File: config.mk
export PLATFORM = sky130hd
export DESIGN_NAME = led_strip_frame_serializer_top
export DESIGN_NICKNAME = d
export VERILOG_FILES = /design/src/lsfs_pkg.sv /design/src/lsfs_sequencer.sv /design/src/lsfs_datapath.sv /design/src/led_strip_frame_serializer_top.sv
export SDC_FILE = /design/constraint.sdc
export NUM_CORES = 1
export LEC_CHECK = 0
export BUFFER_PORTS_ARGS = -buffer_cell sky130_fd_sc_hd__buf_2
export CAP_MARGIN = 20
export CELL_PAD_IN_SITES_DETAIL_PLACEMENT = 1
export CELL_PAD_IN_SITES_GLOBAL_PLACEMENT = 2
export CORE_ASPECT_RATIO = 0.9
export CORE_MARGIN = 1.5
export CORE_UTILIZATION = 46
export CTS_CLUSTER_DIAMETER = 120
export DETAILED_ROUTE_END_ITERATION = 6
export PLACE_DENSITY_LB_ADDON = 0.25
export REMOVE_ABC_BUFFERS = 1
export SLEW_MARGIN = 20
export SYNTH_ARGS = -nofsm -noshare
export SYNTH_HDL_FRONTEND = slang
export SYNTH_SLANG_ARGS = --single-unit
File: constraint.sdc
create_clock -name clk -period 10.75 [get_ports clk]
set_clock_uncertainty 0.05 [all_clocks]
set_input_delay 1.075 -clock clk [delete_from_list [all_inputs] [get_ports clk]]
set_output_delay 1.075 -clock clk [all_outputs]
set_load 0.005 [all_outputs]
File: src/lsfs_pkg.sv
// Shared types, constants and microcode encodings for the LED strip frame serializer.
package lsfs_pkg;

    // Build constants
    localparam int MODULE_LEDS   = 8;
    localparam int LED_COUNT     = MODULE_LEDS + 1;
    localparam int LED_PTR_W     = $clog2(LED_COUNT);
    localparam int START_BYTES   = 4;
    localparam int MAX_END_BYTES = 8;
    localparam int CNT_W         = $clog2(MAX_END_BYTES);

    localparam logic [7:0] HEADER_MARK = 8'hE0;
    localparam logic [7:0] ZERO_BYTE   = 8'h00;
    localparam logic [7:0] ONES_BYTE   = 8'hFF;

    // Configuration register indexes
    typedef enum logic [1:0] {
        REG_BRIGHTNESS   = 2'd0,
        REG_MODULE_COUNT = 2'd1,
        REG_END_BYTES    = 2'd2
    } reg_index_t;

    // Item operations
    typedef enum logic [1:0] {
        OP_WRITE_MODULE = 2'd0,
        OP_WRITE_STATUS = 2'd1,
        OP_REFRESH      = 2'd2
    } op_t;

    typedef struct packed {
        logic [1:0] operation;
        logic [3:0] led_index;
        logic [7:0] red;
        logic [7:0] green;
        logic [7:0] blue;
    } cmd_t;

    typedef struct packed {
        logic [7:0] spi_byte;
        logic       last;
    } result_t;

    // Microcode steps
    typedef enum logic [2:0] {
        STEP_IDLE  = 3'd0,
        STEP_START = 3'd1,
        STEP_HDR   = 3'd2,
        STEP_BLUE  = 3'd3,
        STEP_GREEN = 3'd4,
        STEP_RED   = 3'd5,
        STEP_END   = 3'd6
    } step_t;

    typedef enum logic [1:0] {
        COND_ALWAYS   = 2'd0,
        COND_GO       = 2'd1,
        COND_CNT_NZ   = 2'd2,
        COND_LED_LOOP = 2'd3
    } cond_t;

    typedef enum logic [2:0] {
        SRC_ZERO   = 3'd0,
        SRC_HEADER = 3'd1,
        SRC_BLUE   = 3'd2,
        SRC_GREEN  = 3'd3,
        SRC_RED    = 3'd4,
        SRC_ONES   = 3'd5
    } src_t;

    typedef enum logic [1:0] {
        CNT_HOLD       = 2'd0,
        CNT_LOAD_START = 2'd1,
        CNT_LOAD_ENDS  = 2'd2,
        CNT_DEC        = 2'd3
    } cnt_op_t;

    typedef enum logic [1:0] {
        LED_HOLD  = 2'd0,
        LED_CLEAR = 2'd1,
        LED_INC   = 2'd2
    } led_op_t;

    typedef struct packed {
        cond_t   cond;
        step_t   next_true;
        step_t   next_false;
        logic    emit;
        src_t    src;
        cnt_op_t cnt_op;
        led_op_t led_op;
    } ucode_t;

    // Sequencer to datapath
    typedef struct packed {
        logic    busy;
        logic    emit;
        logic    last;
        src_t    src;
        led_op_t led_op;
    } seq_ctrl_t;

    // Datapath to sequencer
    typedef struct packed {
        logic             go;
        logic             more_leds;
        logic             ends_nz;
        logic [CNT_W-1:0] ends_m1;
    } seq_stat_t;

endpackage

File: src/lsfs_sequencer.sv
// Microcode ROM, step counter and loop counter that drive the serializer datapath.
module lsfs_sequencer
    import lsfs_pkg::*;
(
    input  logic      clk,
    input  logic      rst_n,
    input  seq_stat_t stat,
    output seq_ctrl_t ctrl
);

    // Control store: one word per step
    function automatic ucode_t rom(input step_t s);
        ucode_t w;
        w = '{cond: COND_ALWAYS, next_true: STEP_IDLE, next_false: STEP_IDLE,
              emit: 1'b0, src: SRC_ZERO, cnt_op: CNT_HOLD, led_op: LED_HOLD};
        unique case (s)
            STEP_IDLE:
                w = '{cond: COND_GO, next_true: STEP_START, next_false: STEP_IDLE,
                      emit: 1'b0, src: SRC_ZERO, cnt_op: CNT_LOAD_START,
                      led_op: LED_CLEAR};
            STEP_START:
                w = '{cond: COND_CNT_NZ, next_true: STEP_START, next_false: STEP_HDR,
                      emit: 1'b1, src: SRC_ZERO, cnt_op: CNT_DEC, led_op: LED_HOLD};
            STEP_HDR:
                w = '{cond: COND_ALWAYS, next_true: STEP_BLUE, next_false: STEP_BLUE,
                      emit: 1'b1, src: SRC_HEADER, cnt_op: CNT_HOLD, led_op: LED_HOLD};
            STEP_BLUE:
                w = '{cond: COND_ALWAYS, next_true: STEP_GREEN, next_false: STEP_GREEN,
                      emit: 1'b1, src: SRC_BLUE, cnt_op: CNT_HOLD, led_op: LED_HOLD};
            STEP_GREEN:
                w = '{cond: COND_ALWAYS, next_true: STEP_RED, next_false: STEP_RED,
                      emit: 1'b1, src: SRC_GREEN, cnt_op: CNT_HOLD, led_op: LED_HOLD};
            STEP_RED:
                w = '{cond: COND_LED_LOOP, next_true: STEP_HDR, next_false: STEP_END,
                      emit: 1'b1, src: SRC_RED, cnt_op: CNT_LOAD_ENDS, led_op: LED_INC};
            STEP_END:
                w = '{cond: COND_CNT_NZ, next_true: STEP_END, next_false: STEP_IDLE,
                      emit: 1'b1, src: SRC_ONES, cnt_op: CNT_DEC, led_op: LED_HOLD};
            default:
                w = '{cond: COND_ALWAYS, next_true: STEP_IDLE, next_false: STEP_IDLE,
                      emit: 1'b0, src: SRC_ZERO, cnt_op: CNT_HOLD, led_op: LED_HOLD};
        endcase
        return w;
    endfunction

    step_t            step_reg, step_next;
    logic [CNT_W-1:0] cnt_reg, cnt_next;
    ucode_t           uw;
    logic             take;

    assign uw = rom(step_reg);

    // Branch condition and next step
    always_comb
    begin
        unique case (uw.cond)
            COND_ALWAYS:   take = 1'b1;
            COND_GO:       take = stat.go;
            COND_CNT_NZ:   take = (cnt_reg != '0);
            COND_LED_LOOP: take = stat.more_leds;
            default:       take = 1'b0;
        endcase

        if (take)
            step_next = uw.next_true;
        else if (uw.cond == COND_LED_LOOP && !stat.ends_nz)
            step_next = STEP_IDLE;  // no end bytes: run closes on the red byte
        else
            step_next = uw.next_false;
    end

    // Loop counter
    always_comb
    begin
        unique case (uw.cnt_op)
            CNT_HOLD:       cnt_next = cnt_reg;
            CNT_LOAD_START: cnt_next = CNT_W'(START_BYTES - 1);
            CNT_LOAD_ENDS:  cnt_next = stat.ends_m1;
            CNT_DEC:        cnt_next = cnt_reg - 1'b1;
            default:        cnt_next = cnt_reg;
        endcase
    end

    always_ff @(posedge clk or negedge rst_n)
    begin
        if (!rst_n)
        begin
            step_reg <= STEP_IDLE;
            cnt_reg  <= '0;
        end
        else
        begin
            step_reg <= step_next;
            cnt_reg  <= cnt_next;
        end
    end

    // Control out
    assign ctrl.busy   = (step_reg != STEP_IDLE);
    assign ctrl.emit   = uw.emit;
    assign ctrl.last   = uw.emit && (step_next == STEP_IDLE);
    assign ctrl.src    = uw.src;
    assign ctrl.led_op = uw.led_op;

endmodule

File: src/lsfs_datapath.sv
// Colour store, refresh flag, LED pointer and byte output register.
module lsfs_datapath
    import lsfs_pkg::*;
(
    input  logic                 clk,
    input  logic                 rst_n,
    input  logic                 start,
    input  cmd_t                 cmd,
    input  logic [4:0]           brightness,
    input  logic [3:0]           used_modules,
    input  logic [3:0]           end_count,
    input  seq_ctrl_t            ctrl,
    output seq_stat_t            stat,
    output result_t              result,
    output logic                 result_valid
);

    logic [23:0]          store_reg [LED_COUNT];
    logic                 dirty_reg, dirty_next;
    logic [LED_PTR_W-1:0] led_ptr_reg, led_ptr_next;
    logic [7:0]           byte_reg, byte_next;
    logic                 last_reg;
    logic                 valid_reg;

    logic                 accept;
    logic                 wr_module, wr_status;
    logic [LED_PTR_W-1:0] wr_addr;
    logic [23:0]          rd_entry;

    assign accept    = start && !ctrl.busy;
    assign wr_module = accept && (cmd.operation == OP_WRITE_MODULE)
                       && (cmd.led_index < used_modules);
    assign wr_status = accept && (cmd.operation == OP_WRITE_STATUS);
    assign wr_addr   = wr_status ? '0 : LED_PTR_W'({1'b0, cmd.led_index} + 5'd1);

    // Status for the sequencer
    assign stat.go        = accept && (cmd.operation == OP_REFRESH) && dirty_reg;
    assign stat.more_leds = ({{(8-LED_PTR_W){1'b0}}, led_ptr_reg} != {4'd0, used_modules});
    assign stat.ends_nz   = (end_count != '0);
    assign stat.ends_m1   = CNT_W'(end_count - 4'd1);

    // Colour store, entry 0 is the status LED
    always_ff @(posedge clk or negedge rst_n)
    begin
        if (!rst_n)
        begin
            for (int i = 0; i < LED_COUNT; i++)
                store_reg[i] <= '0;
        end
        else if (wr_module || wr_status)
        begin
            store_reg[wr_addr] <= {cmd.red, cmd.green, cmd.blue};
        end
    end

    // Refresh flag and LED pointer
    always_comb
    begin
        dirty_next = dirty_reg;
        if (wr_module || wr_status)
            dirty_next = 1'b1;
        else if (stat.go)
            dirty_next = 1'b0;

        case (ctrl.led_op)
            LED_CLEAR: led_ptr_next = '0;
            LED_INC:   led_ptr_next = led_ptr_reg + 1'b1;
            default:   led_ptr_next = led_ptr_reg;
        endcase
    end

    assign rd_entry = store_reg[led_ptr_reg];

    // Byte select
    always_comb
    begin
        case (ctrl.src)
            SRC_ZERO:   byte_next = ZERO_BYTE;
            SRC_HEADER: byte_next = HEADER_MARK | {3'b000, brightness};
            SRC_BLUE:   byte_next = rd_entry[7:0];
            SRC_GREEN:  byte_next = rd_entry[15:8];
            SRC_RED:    byte_next = rd_entry[23:16];
            SRC_ONES:   byte_next = ONES_BYTE;
            default:    byte_next = ZERO_BYTE;
        endcase
    end

    always_ff @(posedge clk or negedge rst_n)
    begin
        if (!rst_n)
        begin
            dirty_reg   <= 1'b1;
            led_ptr_reg <= '0;
            valid_reg   <= 1'b0;
        end
        else
        begin
            dirty_reg   <= dirty_next;
            led_ptr_reg <= led_ptr_next;
            valid_reg   <= ctrl.emit;
        end
    end

    // Output payload
    always_ff @(posedge clk)
    begin
        byte_reg <= byte_next;
        last_reg <= ctrl.last;
    end

    assign result.spi_byte = byte_reg;
    assign result.last     = last_reg;
    assign result_valid    = valid_reg;

endmodule

File: src/led_strip_frame_serializer_top.sv
// Top level of the LED strip frame serializer: configuration registers and unit wiring.
//
// An item is taken when start is high and busy is low. Write items (status LED or
// module LED) leave busy low. A refresh item with the store dirty starts the
// microcode run: busy is high while it lasts, one stream byte per cycle, set by the
// sequencer stepping through its control store. Each byte sits on result for one
// cycle with result_valid high; the receiver must take it then, as the block cannot
// be stalled. A refresh with the store clean emits nothing. Configuration writes
// through cfg_write are taken at once and belong to idle periods.
module led_strip_frame_serializer_top
    import lsfs_pkg::*;
(
    input  logic       clk,
    input  logic       rst_n,
    input  logic       start,
    output logic       busy,
    input  cmd_t       cmd,
    output result_t    result,
    output logic       result_valid,
    input  logic       cfg_write,
    input  logic [1:0] cfg_index,
    input  logic [4:0] cfg_data
);

    logic [4:0] brightness_reg;
    logic [3:0] module_count_reg;
    logic [3:0] end_bytes_reg;
    logic [3:0] used_modules;
    logic [3:0] end_count;
    seq_ctrl_t  ctrl;
    seq_stat_t  stat;

    // Configuration registers
    always_ff @(posedge clk or negedge rst_n)
    begin
        if (!rst_n)
        begin
            brightness_reg   <= 5'd31;
            module_count_reg <= 4'd0;
            end_bytes_reg    <= 4'd4;
        end
        else if (cfg_write)
        begin
            case (cfg_index)
                REG_BRIGHTNESS:   brightness_reg   <= cfg_data;
                REG_MODULE_COUNT: module_count_reg <= cfg_data[3:0];
                REG_END_BYTES:    end_bytes_reg    <= cfg_data[3:0];
                default:          ;
            endcase
        end
    end

    // Clamp counts to what the store and frame allow
    assign used_modules = (module_count_reg > 4'(MODULE_LEDS)) ? 4'(MODULE_LEDS)
                                                               : module_count_reg;
    assign end_count    = (end_bytes_reg > 4'(MAX_END_BYTES)) ? 4'(MAX_END_BYTES)
                                                              : end_bytes_reg;

    lsfs_sequencer u_seq (
        .clk   (clk),
        .rst_n (rst_n),
        .stat  (stat),
        .ctrl  (ctrl)
    );

    lsfs_datapath u_dp (
        .clk          (clk),
        .rst_n        (rst_n),
        .start        (start),
        .cmd          (cmd),
        .brightness   (brightness_reg),
        .used_modules (used_modules),
        .end_count    (end_count),
        .ctrl         (ctrl),
        .stat         (stat),
        .result       (result),
        .result_valid (result_valid)
    );

    assign busy = ctrl.busy;

endmodule

==> qor_table.md, run 1 <==
| Stage | Result | Value |
|---|---|---|
| finish | Fraction of layout instances using a drive strength above 1 | 40.1% |
| finish | Area taken by multi-input logic gates | 5570 sq um |
| grt | Met1 demand-to-capacity share in global routing | 33.7% |
| synth | Area of the mapped netlist | 12100 sq um |
| critical path | Delay of the slowest cell on the worst path | 0.84 ns |
| min path | Origin of the worst min-delay path | u_dp.store_reg[163] |
| critical path | Critical path data arrival time | 4.82 ns |
| critical path | Most common cell type on the critical path | ha_1 |
| pwr | Power Density | 230 nW/um^2 |
| finish | Area growth from synthesis to layout | 12.7% |
| timing | Final number of hold-violating endpoints | 0 |
| clocking | Postcts setup bufs | 0 |
| grt | Vias in the first global route | 8241 |
| timing | TNS Setup | 0 ns |
| drt | Via count | 7817 |
| finish | Net count of the finished layout | 1010 |
| critical path | Worst Setup Start Kind | register |
| clocking | Clock input transition at the sequential cells of the worst setup and hold paths | 0.06 ns |
| grt | GR met2 Demand/Resource | 38.7% |
| place | Dpl hpwl | 19.2 mm |
| clocking | Worst-skew pair later-pin latency | 0.54 ns |
| finish | Post-Layout Cell Count | 1330 |
| critical path | Worst-path cell chain | inv_1 > nor3_1 > a21oi_1 > ha_1 > nor4bb_1 > nor2_1 > mux2i_1 > ha_1 > nor4b_1 > nor3b_1 > a2111oi_0 > a211o_1 |
| outcome | Outcome | finished clean |
| clocking | Number of buffers created by CTS | 28 |
| timing | Final worst hold slack | 0.448 ns |
| timing | Worst path setup slack after routing | 6.35 ns |
| die | Floorplan die width | 174 microns |
| grt | Antenna violations before repair | 0 |
| synth | Syn Area/Cell | 13.2 sq um |
| drt | Routed wire per std cell | 23.5 microns |
| timing | Worst relative slew slack | 29.5% |
| timing | Final Critical Period | 4.40 ns |
| synth | Most repeated cell in the gate-level netlist after synthesis | dfrtp_1 |
| synth | Synth area leaders | dfrtp_1 48%, mux2_2 22%, mux4_2 4.3%, mux2i_1 3.8%, dfstp_2 1.5% |
| synth | Number of warnings issued by yosys | 0 |
| place | RePlAce Congestion | 0.808 |
| grt | Total Routing Usage GR | 23.5% |
| die | Floorplan core area | 26000 sq um |
| clocking | Buffer levels on the longest clock path | 3 |
| finish | Register cell area after layout | 6220 sq um |
| clocking | # hold bufs at CTS | 0 |
| run | Max_cap viols | 0 |
| grt | Maximum number of pins on one net before global-route repair | 114 |
| critical path | Largest driver fanout on the critical path | 24 |
| drt | Remaining routing DRC violations | 0 |
| critical path | Slowest library cell on the worst path | dfrtp_1 |
| drt | Per-cell via count in the routed design | 5.88 |
| timing | Slew Limit Fails | 0 |
| grt | Global-route wire length before repair | 49.7 mm |
| clocking | CTS tree | built |
| drt | Drt first pass iters | 4 |
| finish | Flip-flop count of the largest register, all copies and words added | 216 |
| die | Initial core utilization | 46.6% |
| timing | Unrepaired setup endpoints after global routing | no |
| critical path | Number of buffers and inverters on the critical path | 1 |
| critical path | Dominant delay contributor by cell family on the critical path | simple AND/OR/NAND/NOR gates |
| synth | Register area share after synthesis | 51.3% |
| die | Vertical die dimension | 157 microns |
| critical path | Worst path required time | 11.17 ns |
| pwr | Leakage power figure | 6.21 nW |
| drt | Count of routing violations after the opening detailed-route iteration | 402 |
| timing | Peak clock frequency supported by timing | 227 MHz |
| min path | Class of the tightest hold or removal check | register to register |
| finish | Diode count | 0 |
| synth | Most used flip-flop cell after synthesis | dfrtp_1 |
| clocking | PostCTS Resize Cnt | 0 |
| clocking | Clock H-tree levels | 1 |
| synth | EDFF count, synth | 0 |
| grt | Overall overflow remaining after global route | 0 |
| critical path | Critical path launch point | u_seq.step_reg[0] |
| critical path | Beginning of the worst register-to-register path | u_seq.step_reg[0] |
| clocking | Count of clock tree sinks | 250 |
| finish | Number of inserted filler cells in the final layout | 2617 |
| timing | Pin slew with the least headroom to its limit | 1.05 ns |
| synth | Number of unique standard cell types used by synthesis | 65 |
| synth | Post-synthesis async set-or-reset flop share | 96.4% |
| synth | Flip-flop and latch count after synthesis | 250 |
| clocking | Cell at the root of the clock tree | clkbuf_16 |
| timing | Setup violation total in the final timing report | 0 |
| place | Number of placed instances, taps included | 1279 |
| die | Top-Level Pins | 52 |
| synth | Library cell occupying the most area in the post-synthesis netlist | dfrtp_1 |
| critical path | Endpoint class of the critical path | register |
| timing | Post-route fraction of the period consumed by the critical path | 40.9% |
| grt | Most used routing layer in global routing | met2 |
| grt | Met3 global-route usage | 2.54% |
| die | Die Outline Area | 27300 sq um |
| place | Dpl ws | 6.45 ns |
| critical path | CP Class | register to register |
| synth | Area share of the leading cell type in the synthesized netlist | 48.3% |
| drt | Final wirelength | 31.2 mm |
| synth | Top cells by instance count after synthesis | 234 x dfrtp_1, 233 x mux2_2, 46 x mux2i_1 |
| pwr | Peak supply drop | 156 uV |
| place | Count of input and output buffers | 51 |
| drt | Number of nets still failing antenna checks after routing | 0 |
| die | Number of cell rows | 56 |
| synth | Post-Synthesis Cells | 920 |
-- final timing paths --
kind | cells past startpoint | slack, ns | end
worst max-delay path | 12 | 6.35 | u_seq.cnt_reg[2]
worst min-delay path | 1 | 0.45 | u_dp.store_reg[163]
worst max register to register | 12 | 6.35 | u_seq.cnt_reg[2]
worst min register to register | 1 | 0.45 | u_dp.store_reg[163]
max in group asynchronous | 2 | 8.42 | u_dp.led_ptr_reg[1]
min in group asynchronous | 1 | 0.58 | u_dp.store_reg[96]
-- where the power goes --
group          leakage [nW]  total, mW  internal [mW]  switching [mW]
combinational          2.42      0.798          0.394           0.404
sequential             3.29       1.32           1.18           0.141
clock                 0.495       1.02          0.635           0.388
-- area by class of cell --
type,count,area share [%]
clock buffer,42,6.17
clock inverter,9,1.14
inverter,9,0.247
multi-input combinational,603,40.8
sequential,250,45.6
tap,348,3.19
timing repair buffer,69,2.93
-- per-layer routing --
layer	vias up	share of wire [%]
met5	-	0
met1	4146	48
met3	36	3.1
met4	0	1.9
met2	119	47
li1	3516	-
-- metrics by stage --
stage	power, mW	utilization (%)	instance area (sq um)
6_report	3.14	52.6	13700
5_1_grt	3.31	52.6	13700
4_1_cts	3.16	52.6	13700
3_5_place_dp	2.13	48.7	12700
3_3_place_gp	2.09	48.7	12700
2_1_floorplan	1.85	-	11800
-- cell families after synthesis --
| kind of cell | count (synthesis) | share of synthesized area [%] |
|---|---|---|
| xor+xnor | 2 | 0.144 |
| fa+ha+maj | 8 | 0.826 |
| flops | 250 | 51.3 |
| simple gates | 154 | 7.07 |
| compound gates | 137 | 8.05 |
| mux | 302 | 29.7 |
| buf+inv | 67 | 2.91 |
-- cell usage in the layout (no fill, tap or decap), types with 5 or more instances in the layout --
cell type	count
a2111oi_0	5
mux4_2	23
o21ai_0	19
buf_2	50
buf_4	18
o31ai_1	10
inv_1	9
nor2b_1	22
clkbuf_1	5
a31oi_1	9
nor2_1	21
dfxtp_1	9
nand2b_1	12
clkbuf_16	28
a22oi_1	22
clkbuf_8	9
dfrtp_1	232
nand3b_1	7
a21oi_1	25
mux2i_1	46
mux2_2	233
nand2_1	42
nor3b_1	7
dfstp_2	7
a41oi_1	5
a211oi_1	5
o22ai_1	5
ha_1	8
nand3_1	10
and2_1	6
No activity file was read; power rests on OpenSTA's default activity.
==> run 2, diff against run 1 <==
ABC_AREA = 1   (was unset)
CORE_UTILIZATION = 33   (was 46)
clock period = 3.6 ns   (was 10.75 ns; I/O delays follow)
==> qor_table.md, run 2 <==
| Stage | Result | Value | Change |
|---|---|---|---|
| timing | Slew Limit Fails | 0 | unchanged |
| drt | Per-cell via count in the routed design | 5.16 | -12% |
| critical path | Largest driver fanout on the critical path | 7 | -71% |
| synth | Post-Synthesis Cells | 1674 | +82% |
| timing | Peak clock frequency supported by timing | 338 MHz | +49% |
| synth | Compound-Gate Fraction of Synth Area | 5.98% | -2.1 points |
| place | Number of placed instances, taps included | 2125 | +66% |
| finish | Fraction of layout instances using a drive strength above 1 | 10.4% | -30 points |
| clocking | Number of buffers created by CTS | 29 | +3.6% |
| synth | Adder-cell share of the synthesized area | 0.796% | -0.030 points |
| timing | Post-route fraction of the period consumed by the critical path | 82.1% | +41 points |
| clocking | CTS tree | built |  |
| grt | GR met2 Demand/Resource | 38.1% | -0.65 points |
| run | Max_cap viols | 0 | unchanged |
| synth | Number of unique standard cell types used by synthesis | 36 | -45% |
| synth | Register area share after synthesis | 49.4% | -1.9 points |
| grt | Most used routing layer in global routing | met2 |  |
| grt | Vias in the first global route | 11583 | +41% |
| clocking | Postcts setup bufs | 0 | unchanged |
| finish | Commonest cells after routing, fill and taps aside | 598 x nand2_1, 359 x nand3_1, 232 x dfrtp_1 |  |
| drt | Final wirelength | 44.1 mm | +41% |
| critical path | Register-to-register setup slack | 0.64 ns | -5.71 ns |
| critical path | CP Class | register to register |  |
| critical path | Worst path required time | 4.01 ns | -7.16 ns |
| timing | Final Critical Period | 2.96 ns | -1.44 ns |
| timing | Worst path setup slack after routing | 0.645 ns | -5.71 ns |
| finish | Post-route cell area | 14300 sq um | +4.6% |
| timing | Final number of hold-violating endpoints | 0 | unchanged |
| pwr | Leakage power figure | 7.33 nW | +18% |
| pwr | Total design power | 8.82 mW | +180% |
| drt | Remaining routing DRC violations | 0 | unchanged |
| die | Floorplan die width | 209 microns | +20% |
| synth | Post-synthesis async set-or-reset flop share | 96.4% | unchanged |
| synth | Area of the mapped netlist | 12600 sq um | +3.7% |
| timing | TNS Setup | 0 ns | unchanged |
| place | Dpl ws | 0.684 ns | -5.77 ns |
| timing | Setup violation total in the final timing report | 0 | unchanged |
| synth | Portion of netlist area occupied by mux cells | 0.0895% | -30 points |
| synth | Xor and xnor area share after synthesis | 0.278% | +0.13 points |
| drt | Count of routing violations after the opening detailed-route iteration | 659 | +64% |
| synth | EDFF count, synth | 0 | unchanged |
| grt | Met3 global-route usage | 2.58% | +0.047 points |
| min path | Class of the tightest hold or removal check | input port to register |  |
| synth | Library cell occupying the most area in the post-synthesis netlist | dfrtp_1 |  |
| finish | Area growth from synthesis to layout | 13.6% |  |
| drt | Drt first pass iters | 5 | +1 |
| finish | Diode count | 0 | unchanged |
| synth | Synth area leaders | dfrtp_1 47%, nand2_1 18%, nand3_1 14%, nor2_1 2.6%, o21ai_0 2.4% |  |
| timing | Worst relative slew slack | 36.8% | +7.3 points |
| critical path | Worst Setup Start Kind | register |  |
| grt | Global-route wire length before repair | 69.8 mm | +40% |
| clocking | Worst-skew pair later-pin latency | 0.58 ns | +0.04 ns |
| drt | Via count | 11257 | +44% |
| finish | Post-layout utilization of the core | 38.2% | -14 points |
| pwr | Peak supply drop | 368 uV | +140% |
| timing | Pin slew with the least headroom to its limit | 0.948 ns | -0.106 ns |
| synth | Main combinational cell family by area after synthesis | simple AND/OR/NAND/NOR gates |  |
| place | Count of input and output buffers | 51 | unchanged |
| synth | Area share of the leading cell type in the synthesized netlist | 46.5% | -1.7 points |
| drt | Routed wire per std cell | 20.2 microns | -14% |
| clocking | Count of clock tree sinks | 250 | unchanged |
| die | Vertical die dimension | 188 microns | +20% |
| grt | Overall overflow remaining after global route | 0 | unchanged |
| die | Die Outline Area | 39300 sq um | +44% |
| finish | Leading cell type in the layout, fill and taps excluded | nand2_1 |  |
| synth | Most repeated cell in the gate-level netlist after synthesis | nand2_1 |  |
| timing | Unrepaired setup endpoints after global routing | no |  |
| grt | Antenna violations before repair | 0 | unchanged |
| clocking | Clock H-tree levels | 1 | unchanged |
| finish | Flip-flop count of the largest register, all copies and words added | 216 | unchanged |
| timing | Final worst hold slack | 0.0631 ns | -0.385 ns |
| synth | Syn Area/Cell | 7.51 sq um | -43% |
| die | Number of cell rows | 67 | +20% |
| critical path | Endpoint class of the critical path | register |  |
| place | Dpl cell area | 13300 sq um | +5.1% |
| finish | Net count of the finished layout | 1724 | +71% |
| clocking | Cell at the root of the clock tree | clkbuf_16 |  |
| grt | Total Routing Usage GR | 22.9% | -0.58 points |
| synth | Most used flip-flop cell after synthesis | dfrtp_1 |  |
| die | Initial core utilization | 33.6% | -13 points |
| pwr | Power Density | 617 nW/um^2 | +170% |
| finish | Post-Layout Cell Count | 2180 | +64% |
| outcome | Outcome | finished clean |  |
| critical path | Cell depth of the worst flop-to-flop path | 17 | +5 |
| clocking | Clock input transition at the sequential cells of the worst setup and hold paths | 0.07 ns | about the same |
| synth | Simple-gate share of the synthesized area | 36.7% | +30 points |
| grt | Maximum number of pins on one net before global-route repair | 99 | -13% |
| place | RePlAce Congestion | 0.785 | -2.9% |
| die | Top-Level Pins | 52 | unchanged |
| synth | Flip-flop and latch count after synthesis | 250 | unchanged |
| drt | Number of nets still failing antenna checks after routing | 0 | unchanged |
| die | Floorplan core area | 37400 sq um | +44% |
| synth | Number of warnings issued by yosys | 0 | unchanged |
| synth | Top cells by instance count after synthesis | 598 x nand2_1, 359 x nand3_1, 234 x dfrtp_1 |  |
| min path | Depth of the worst hold-timing path | 3 | +2 |
| clocking | Buffer levels on the longest clock path | 3 | unchanged |
| critical path | Critical path data arrival time | 3.36 ns | -1.46 ns |
| place | Dpl hpwl | 26.1 mm | +36% |
| grt | Met1 demand-to-capacity share in global routing | 32.4% | -1.3 points |
==> run 2: changes by cell type in the layout (fill, tap and decap cells not counted), moves of 18 or more <==
cell / delta
a22oi_1: -21
o211ai_1: +22
a21oi_1: +22
inv_1: +65
o21ai_0: +41
nor2_1: +66
nor2b_1: -22
mux2i_1: -46
mux2_2: -232
nand3_1: +349
mux4_2: -23
buf_4: +18
nand2_1: +556
==> run 2: area by class of cell <==
| class | instances | area (sq um) |
|---|---|---|
| fill | 4605 | 23100 |
| sequential | 250 | 6220 |
| multi-input combinational | 1222 | 5530 |
| clock buffer | 45 | 866 |
| timing repair buffer | 95 | 676 |
| tap | 483 | 604 |
| inverter | 77 | 290 |
| clock inverter | 8 | 98.8 |
==> run 2: path summary, 6_finish.rpt <==
path | startpoint | to
setup / recovery | u_seq.step_reg[1] | u_seq.cnt_reg[2]
min in group asynchronous | rst_n | u_dp.store_reg[192]
max in group asynchronous | rst_n | brightness_reg[4]
hold / removal | cfg_data[2] | end_bytes_reg[2]
hold reg to reg | u_dp.store_reg[186] | u_dp.store_reg[186]
setup reg to reg | u_seq.step_reg[1] | u_seq.cnt_reg[2]
==> run 2: what timing repair did <==
action	in CTS	in global routing
hold buffers	2	0
resized for setup	0	0
hold endpoints to repair	92	0
endpoints found under the setup margin	0	0
==> run 2: worst max-delay path, cell delays in order, from the launching register on <==
cell and delay [ns]:
dfrtp_1 0.46, inv_1 0.12, nand2_1 0.09, nor2_1 0.19, inv_1 0.12, nand2_1 0.09, inv_1 0.05, ha_1 0.27
inv_1 0.11, nand4_1 0.17, a21oi_1 0.23, inv_1 0.11, o21ai_0 0.22, inv_1 0.07, ha_1 0.19, nand3b_1 0.16
nand3_1 0.09, nand2_1 0.05
==> run 2: metal layers <==
| layer | routed length [microns] | part of all wire (%) | up-vias |
|---|---|---|---|
| li1 | - | - | 5425 |
| met1 | 21500 | 49 | 5613 |
| met2 | 20500 | 47 | 168 |
| met3 | 1310 | 3.0 | 51 |
| met4 | 807 | 1.8 | 0 |
| met5 | 0 | 0 | - |
==> run 2: cells by family after synthesis <==
| kind of cell | Yosys count |
|---|---|
| buf+inv | 202 |
| xor+xnor | 4 |
| fa+ha+maj | 8 |
| compound gates | 136 |
| simple gates | 1073 |
| mux | 1 |
| flops | 250 |
==> run 2: power breakdown <==
group	internal, mW	switching (mW)
sequential	3.48	0.345
clock	1.79	1.26
combinational	0.663	1.29
==> run 3, diff against run 2 <==
CORE_UTILIZATION = 37   (was 33)
clock period = 3 ns   (was 3.6 ns; I/O delays follow)
==> qor_table.md, run 3 (synthesis gave the netlist of run 2 again) <==
| Stage | Result | Value | Change |
|---|---|---|---|
| critical path | Most common cell type on the critical path | inv_1 |  |
| critical path | Cell depth of the worst flop-to-flop path | 17 | unchanged |
| grt | Antenna violations before repair | 0 | unchanged |
| die | Number of cell rows | 63 | -6.0% |
| critical path | Worst path required time | 3.40 ns | -0.61 ns |
| clocking | Clock input transition at the sequential cells of the worst setup and hold paths | 0.06 ns | about the same |
| clocking | Number of buffers created by CTS | 31 | +6.9% |
| critical path | Endpoint class of the critical path | register |  |
| critical path | Slowest library cell on the worst path | dfrtp_2 |  |
| grt | Total Routing Usage GR | 25.3% | +2.4 points |
| timing | Slew Limit Fails | 0 | unchanged |
| finish | Diode count | 0 | unchanged |
| finish | Fraction of layout instances using a drive strength above 1 | 10.8% | +0.47 points |
| critical path | Largest driver fanout on the critical path | 7 | unchanged |
| grt | Overall overflow remaining after global route | 0 | unchanged |
| grt | Vias in the first global route | 11591 | +0.069% |
| critical path | Number of buffers and inverters on the critical path | 6 | unchanged |
| die | Initial core utilization | 37.9% | +4.3 points |
| die | Die Outline Area | 35100 sq um | -11% |
| clocking | Buffer levels on the longest clock path | 3 | unchanged |
| drt | Per-cell via count in the routed design | 5.22 | +1.2% |
| clocking | Worst-skew pair later-pin latency | 0.58 ns | about the same |
| place | Dpl hpwl | 25.4 mm | -2.7% |
| min path | Depth of the worst hold-timing path | 3 | unchanged |
| drt | Final wirelength | 43.2 mm | -2.0% |
| finish | Leading cell type in the layout, fill and taps excluded | nand2_1 |  |
| critical path | Delay of the slowest cell on the worst path | 0.45 ns | about the same |
| pwr | Power Density | 745 nW/um^2 | +21% |
| pwr | Peak supply drop | 482 uV | +31% |
| timing | Setup violation total in the final timing report | 0 | unchanged |
| timing | Final worst hold slack | 0.0235 ns | -0.0396 ns |
| die | Vertical die dimension | 178 microns | -5.5% |
| timing | Unrepaired setup endpoints after global routing | no |  |
| timing | Worst relative slew slack | 51.1% | +14 points |
| critical path | Worst-path cell chain | inv_1 > nand2_1 > nor2_2 > inv_1 > nand2_1 > inv_1 > ha_1 > inv_1 > nand4_1 > a21oi_2 > inv_1 > o21ai_1 > inv_1 > ha_1 > nand3b_1 > nand3_1 > nand2_1 |  |
| timing | Pin slew with the least headroom to its limit | 0.732 ns | -0.216 ns |
| die | Top-Level Pins | 52 | unchanged |
| die | Floorplan die width | 197 microns | -5.5% |
| grt | Global-route wire length before repair | 67.9 mm | -2.8% |
| grt | Maximum number of pins on one net before global-route repair | 99 | unchanged |
| critical path | Worst Setup Start Kind | register |  |
| drt | Drt first pass iters | 5 | unchanged |
| timing | Peak clock frequency supported by timing | 364 MHz | +7.5% |
| timing | Post-route fraction of the period consumed by the critical path | 91.6% | +9.5 points |
| critical path | Register-to-register setup slack | 0.25 ns | -0.39 ns |
| timing | Final Critical Period | 2.75 ns | -0.207 ns |
| clocking | CTS tree | built |  |
| critical path | Worst R2R End | u_seq.cnt_reg[2] |  |
| place | RePlAce Congestion | 0.839 | +7.0% |
| finish | Area growth from synthesis to layout | 15.3% |  |
| min path | Origin of the worst min-delay path | cmd[7] |  |
| drt | Remaining routing DRC violations | 0 | unchanged |
| min path | Class of the tightest hold or removal check | input port to register |  |
| place | Number of placed instances, taps included | 2099 | -1.2% |
| finish | Post-Layout Cell Count | 2170 | -0.46% |
| critical path | Beginning of the worst register-to-register path | u_seq.step_reg[1] |  |
| pwr | Leakage power figure | 7.45 nW | +1.7% |
| clocking | Count of clock tree sinks | 250 | unchanged |
| clocking | Clock H-tree levels | 1 | unchanged |
| run | Max_cap viols | 0 | unchanged |
| die | Floorplan core area | 33200 sq um | -11% |
| outcome | Outcome | finished clean |  |
| critical path | Dominant delay contributor by cell family on the critical path | simple AND/OR/NAND/NOR gates |  |
| finish | Number of inserted filler cells in the final layout | 4116 | -11% |
| finish | Flip-flop count of the largest register, all copies and words added | 216 | unchanged |
| drt | Via count | 11337 | +0.71% |
| timing | Final number of hold-violating endpoints | 0 | unchanged |
| drt | Number of nets still failing antenna checks after routing | 0 | unchanged |
| place | Count of input and output buffers | 51 | unchanged |
| drt | Routed wire per std cell | 19.9 microns | -1.6% |
| drt | Count of routing violations after the opening detailed-route iteration | 674 | +2.3% |
| finish | Commonest cells after routing, fill and taps aside | 598 x nand2_1, 359 x nand3_1, 231 x dfrtp_1 |  |
| finish | Net count of the finished layout | 1740 | +0.93% |
| critical path | Critical path data arrival time | 3.15 ns | -0.21 ns |
| clocking | Cell at the root of the clock tree | clkbuf_16 |  |
| min path | WHS Endpoint | u_dp.store_reg[55] |  |
| finish | Post-layout utilization of the core | 43.7% | +5.5 points |
| critical path | CP Class | register to register |  |
==> run 3: worst max path at each step <==
stage,cells past startpoint,to,startpoint
6_report,17,u_seq.cnt_reg[2],u_seq.step_reg[1]
5_1_grt,17,u_seq.cnt_reg[2],u_seq.step_reg[1]
4_1_cts,17,u_seq.cnt_reg[2],u_seq.step_reg[1]
3_5_place_dp,17,u_seq.cnt_reg[2],u_seq.step_reg[1]
3_3_place_gp,17,u_seq.cnt_reg[2],u_seq.step_reg[1]
2_1_floorplan,13,u_dp.store_reg[100],module_count_reg[1]
==> run 3: stage by stage <==
step / setup slack [ns] / TNS (ns) / area (sq um) / power (mW)
floorplan: -1.41 / -274.59 / 12000 / 6.12
global placement: 0.234 / 0 / 13300 / 6.90
detailed placement: 0.0380 / 0 / 13300 / 7.00
CTS: 0.0277 / 0 / 14500 / 10.9
global route: 0.00236 / 0 / 14500 / 11.5
finish: 0.252 / 0 / 14500 / 10.8
==> run 3: per-layer routing <==
metal / part of all wire (%) / vias up / GRT usage (%)
met1: 46 / 5618 / 34.3
met4: 2.4 / 0 / 6.74
met3: 3.6 / 67 / 3.02
li1: - / 5446 / -
met5: 0 / - / 0
met2: 48 / 206 / 42.8
==> run 3: final cells by class <==
| cell class | instances | area [sq um] | area share [%] |
|---|---|---|---|
| flip-flops and latches | 250 | 6230 | 42.9 |
| multi-input cells | 1222 | 5540 | 38.2 |
| clock buffers | 50 | 957 | 6.60 |
| repair buffers | 109 | 833 | 5.74 |
| well taps | 455 | 569 | 3.92 |
| inverters | 77 | 290 | 2.00 |
| clock inverters | 7 | 88.8 | 0.612 |
==> run 3: repair_timing <==
action                                 4_1_cts  5_1_grt
resized for setup                            0        4
buffers inserted                             0        1
setup endpoints to repair                    0        2
hold buffers                                13        0
endpoints found under the hold margin       89        0
==> run 3: where the power goes <==
part	total, mW	switching, mW	internal (mW)	leakage [nW]
clock	3.84	1.51	2.33	0.519
sequential	4.60	0.418	4.18	3.24
combinational	2.37	1.55	0.814	3.70
==> run 3: worst register-to-register path: stages, from the launching register on <==
cell and delay, ns:
dfrtp_2 0.45, inv_1 0.10, nand2_1 0.09, nor2_2 0.13, inv_1 0.10, nand2_1 0.09, inv_1 0.05, ha_1 0.27
inv_1 0.11, nand4_1 0.17, a21oi_2 0.19, inv_1 0.10, o21ai_1 0.18, inv_1 0.06, ha_1 0.19, nand3b_1 0.15
nand3_1 0.08, nand2_1 0.05
